File: src/gvfm_pkg.sv
// Shared constants, types and address helper for the greedy voxel face mesher.
package gvfm_pkg;

    localparam int BS    = 16;
    localparam int SIDE  = BS + 2;
    localparam int VOX   = SIDE * SIDE * SIDE;
    localparam int AW    = $clog2(VOX);
    localparam int CW    = $clog2(BS);
    localparam int PW    = $clog2(BS + 1);
    localparam int BCW   = $clog2(BS * BS + 1);
    localparam int XW    = $clog2(SIDE);

    localparam logic        OPC_WRITE  = 1'b0;
    localparam logic        OPC_PULL   = 1'b1;
    localparam logic [15:0] MASS_RESET = 16'd205;

    localparam logic [1:0] AXIS_X = 2'd0;
    localparam logic [1:0] AXIS_Y = 2'd1;
    localparam logic [1:0] AXIS_Z = 2'd2;

    typedef enum logic [3:0] {
        S_IDLE,
        S_PULL,
        S_BUILD,
        S_FIND,
        S_HEIGHT,
        S_CLEAR,
        S_NEXT,
        S_EMIT
    } t_state;

    typedef struct packed {
        logic write;
        logic build;
        logic set_loaded;
        logic find;
        logic height;
        logic clear;
        logic next_slice;
        logic emit;
    } t_cmd;

    typedef struct packed {
        logic build_done;
        logic found;
        logic row_last;
        logic height_ok;
        logic clear_last;
        logic loaded;
        logic all_done;
        logic out_free;
    } t_stat;

    function automatic logic [AW-1:0] vaddr(input logic [XW-1:0] x,
                                            input logic [XW-1:0] y,
                                            input logic [XW-1:0] z);
        logic [AW-1:0] yz;
        yz = AW'(y) + AW'(SIDE) * AW'(z);
        return AW'(x) + AW'(SIDE) * yz;
    endfunction

endpackage

File: src/gvfm_ctrl.sv
// Sequencing state machine for voxel writes and rectangle pulls.
module gvfm_ctrl import gvfm_pkg::*; (
    input  logic  i_clk,
    input  logic  i_rst_n,
    input  logic  i_in_valid,
    input  logic  i_opcode,
    output logic  o_in_ready,
    input  t_stat i_stat,
    output t_cmd  o_cmd
);

    t_state r_state;
    t_state n_state;

    always_ff @(posedge i_clk) begin
        if (!i_rst_n) begin
            r_state <= S_IDLE;
        end else begin
            r_state <= n_state;
        end
    end

    always_comb begin
        n_state = r_state;
        case (r_state)
            S_IDLE: begin
                if (i_in_valid && i_opcode == OPC_PULL) n_state = S_PULL;
            end
            S_PULL: begin
                if (i_stat.all_done)     n_state = S_EMIT;
                else if (!i_stat.loaded) n_state = S_BUILD;
                else                     n_state = S_FIND;
            end
            S_BUILD: begin
                if (i_stat.build_done) n_state = S_FIND;
            end
            S_FIND: begin
                if (i_stat.found)         n_state = S_HEIGHT;
                else if (i_stat.row_last) n_state = S_NEXT;
            end
            S_HEIGHT: begin
                if (!i_stat.height_ok) n_state = S_CLEAR;
            end
            S_CLEAR: begin
                if (i_stat.clear_last) n_state = S_EMIT;
            end
            S_NEXT: begin
                n_state = S_PULL;
            end
            S_EMIT: begin
                if (i_stat.out_free) n_state = S_IDLE;
            end
            default: n_state = S_IDLE;
        endcase
    end

    always_comb begin
        o_cmd      = '0;
        o_in_ready = 1'b0;
        case (r_state)
            S_IDLE: begin
                o_in_ready  = 1'b1;
                o_cmd.write = i_in_valid && i_opcode == OPC_WRITE;
            end
            S_BUILD: begin
                o_cmd.build      = 1'b1;
                o_cmd.set_loaded = i_stat.build_done;
            end
            S_FIND:   o_cmd.find       = 1'b1;
            S_HEIGHT: o_cmd.height     = 1'b1;
            S_CLEAR:  o_cmd.clear      = 1'b1;
            S_NEXT:   o_cmd.next_slice = 1'b1;
            S_EMIT:   o_cmd.emit       = i_stat.out_free;
            default: begin
                o_cmd      = '0;
                o_in_ready = 1'b0;
            end
        endcase
    end

endmodule

File: config.mk
export PLATFORM = sky130hd
export DESIGN_NAME = gvfm_ctrl
export DESIGN_NICKNAME = d
export VERILOG_FILES = /design/src/gvfm_pkg.sv /design/src/gvfm_ctrl.sv
export SDC_FILE = /design/constraint.sdc
export NUM_CORES = 1
export LEC_CHECK = 0
export BUFFER_PORTS_ARGS = -buffer_cell sky130_fd_sc_hd__buf_2
export CORE_AREA = 5 5 42 44
export CTS_CLUSTER_DIAMETER = 150
export DETAILED_ROUTE_END_ITERATION = 8
export DIE_AREA = 0 0 47 49
export PLACE_DENSITY = 0.56
export SYNTH_ARGS = -nofsm -noshare
export SYNTH_HDL_FRONTEND = slang
export SYNTH_SLANG_ARGS = --single-unit
export TNS_END_PERCENT = 5
File: constraint.sdc
create_clock -name i_clk -period 1.3 [get_ports i_clk]
set_input_delay 0.065 -clock i_clk [delete_from_list [all_inputs] [get_ports i_clk]]
set_output_delay 0.065 -clock i_clk [all_outputs]
set_load 0.005 [all_outputs]
==> results.md <==
* Tcrit/Tclk final at 94.3%
* Layout cells sized above 1 at 45.2%
* Startpoint types: flip-flop
* Top cells by area, synth: dfxtp_1 21%, nand2b_1 6.6%, nor2_1 6.6%, a211oi_1 5.3%, nor3b_1 5.3%
* Area taken by multi-input logic gates at 195 um^2
* Internal at 375 uW
* ANT cells at 0
* Finish-stage setup viols at 0
* Largest net degree at the start of global routing at 17
* Via density per instance at 4.50
* Initial Utilization at 20.3%
* CP Class: flip-flop to output port
* P&R area growth vs syn at 47.6%
* TritonCTS buffer count at 3
* Unrepaired setup endpoints after global routing: no
* Hold crit path type: input pin to flip-flop
* Ys Warns at 0
* CP endpoint kind: output port
* Synthesized area per cell at 7.10 um^2
* Initial antenna violation count at 0
* Slew of the pin with the lowest slew margin at 0.270 ns
* Max Root-Sink Buffers at 2
* Yosys top cell area share at 21.1%
* #FFs+latches synth at 3
* Register Area at 62.6 um^2
* Die height at 49 um
* Final WL at 844 um
* Combinational power share at 40.8%
* Clk_skew at 0.00170 ns
* IO Port Bufs at 20
* Drt wl/cell at 10.8 um
* Endpoints failing hold at 0
* Flip-flop count of the largest register after layout at 3
* Max Slew Vio Count at 0
* Seq pwr share at 31.7%
* Row cnt at 14
* Gr ovfl total at 0
* Reg clk slew, reported paths at 0.04 ns
* DP Cell Count at 74
* Data arrival, critical path at 1.16 ns
* Die Area at 2300 um^2
* Fillcell total at 167
* Nets at 75
* Max_cap viols at 0
* # IOs at 21
* Sw Ratio at 38.6%
* DRC at 0
* Clk pwr share at 27.5%
* Worst-Skew Late Latency at 0.24 ns
* DR vias at 351
* Total net switching power at 236 uW
* Relative slew slack at 82.0%
* Setup TNS at 0 ns
* Post-Syn Area at 284 um^2
* Largest regs: r_state x3
* ANT nets after route at 0
* CTS Sinks at 3
* Gr usage total at 7.32%
* Worst Hold Slack at 0.0718 ns
* Tmin final at 1.23 ns
* Die width at 47 um
* CORE AREA at 1400 um^2
* LEAKAGE at 0.000209 uW
* Run status: finished clean
* Post-synth net total at 52
* Critical Path RT at 1.24 ns
* Starting DRC count in detailed routing at 4
* Worst-path maximum fanout at 16
* Pre-CTS setup slack at 0.0783 ns
* GP Congestion at 0.783
* Register with the most flip-flops: r_state
* Post-synthesis cell count at 40
* Final worst setup slack at 0.0742 ns
* First-pass GRT wire length at 1200 um
* Post-DP HPWL at 660 um
* Root buf cell: clkbuf_4
* Non-filler instance count after layout at 78
* Vias in the first global route at 311
* Synth cell types at 23
* Pwr dens at 1460 nW/um^2
* DRT Pass-1 Iters at 4
* Highest clock rate at 816 MHz
* CTS H-Tree Depth at 1
* CTS tree: built
* Maximum vdd drop at 0.377 mV
* Register area share after synthesis at 21.1%
* Cell taking the most area after synthesis: dfxtp_1
-- power by group through the flow --
stage | combinational [uW] | clock (uW) | sequential (uW)
floorplan | 217 | 0 | 136
global placement | 248 | 0 | 189
detailed placement | 251 | 0 | 190
CTS | 251 | 177 | 191
global route | 275 | 182 | 201
finish | 249 | 168 | 193
-- path summary, 6_finish.rpt --
| check | start | slack, ns | depth (start not counted) | end |
|---|---|---|---|---|
| worst min register to register | r_state[1] | 0.61 | 1 | r_state[1] |
| worst max-delay path | r_state[1] | 0.07 | 3 | o_cmd[7] |
| worst max register to register | r_state[0] | 0.13 | 3 | r_state[0] |
| worst min-delay path | i_rst_n | 0.07 | 2 | r_state[2] |
-- final cells by class --
cell class,instances,share of cell area (%)
multi-input cells,32,46.6
repair buffers,21,25.7
flip-flops and latches,3,14.9
clock buffers,4,6.27
well taps,16,4.78
inverters,2,1.79
-- cell usage after synthesis, drive strengths merged --
cell,instances
nor2,5
buf,3
dfxtp,3
nand2,3
nand2b,3
o21ai,3
a211oi,2
a21oi,2
and3b,2
inv,2
nor3,2
nor3b,2
a31oi,1
and2,1
and3,1
nand3b,1
o21a,1
o221a,1
o41a,1
or3,1
-- metrics by stage --
step                total power (uW)  cell area (um^2)  util, %
finish                           610               419     29.9
CTS                              619               418     29.8
detailed placement               441               390     27.9
global route                     658               419     29.9
floorplan                        353               284        -
global placement                 437               390     27.9
-- cells by family after synthesis --
| group | count (synthesis) | synth area share [%] |
|---|---|---|
| AND/OR/NAND/NOR | 21 | 41.9 |
| buffers and inverters | 5 | 10.1 |
| flip-flops | 3 | 21.1 |
| AO/OA/AOI/OAI | 11 | 26.9 |
-- placed cells by master (no fill, tap or decap), drive strengths merged, types with 2 or more instances in the layout --
cell type,Yosys,routed
o21ai,3,3
inv,2,2
clkbuf,0,4
a211oi,2,2
nor3,2,2
nor2,5,5
and3b,2,2
a21oi,2,2
nand2,3,3
buf,3,21
nor3b,2,2
nand2b,3,3
dfxtp,3,3
-- worst max-delay path, stage by stage (launching register included) --
cell	delay (ns)
dfxtp_2	0.39
nor3_1	0.25
and3b_1	0.18
buf_2	0.10
-- timing repair --
item,in CTS,in global routing
gates resized for setup,1,1
pin swaps,0,0
endpoints found under the hold margin,0,0
hold buffers,0,0
setup endpoints to repair,3,3
buffers inserted,0,0
-- metal layers --
metal	routed length (um)	share of wire [%]	vias to the layer above	track usage, %
met2	402	48	13	10.9
li1	-	-	187	-
met1	365	43	149	8.11
met5	0	0	-	0
met4	15	1.8	0	8.29
met3	60	7.1	2	0.369
No activity file was read; power rests on OpenSTA's default activity.
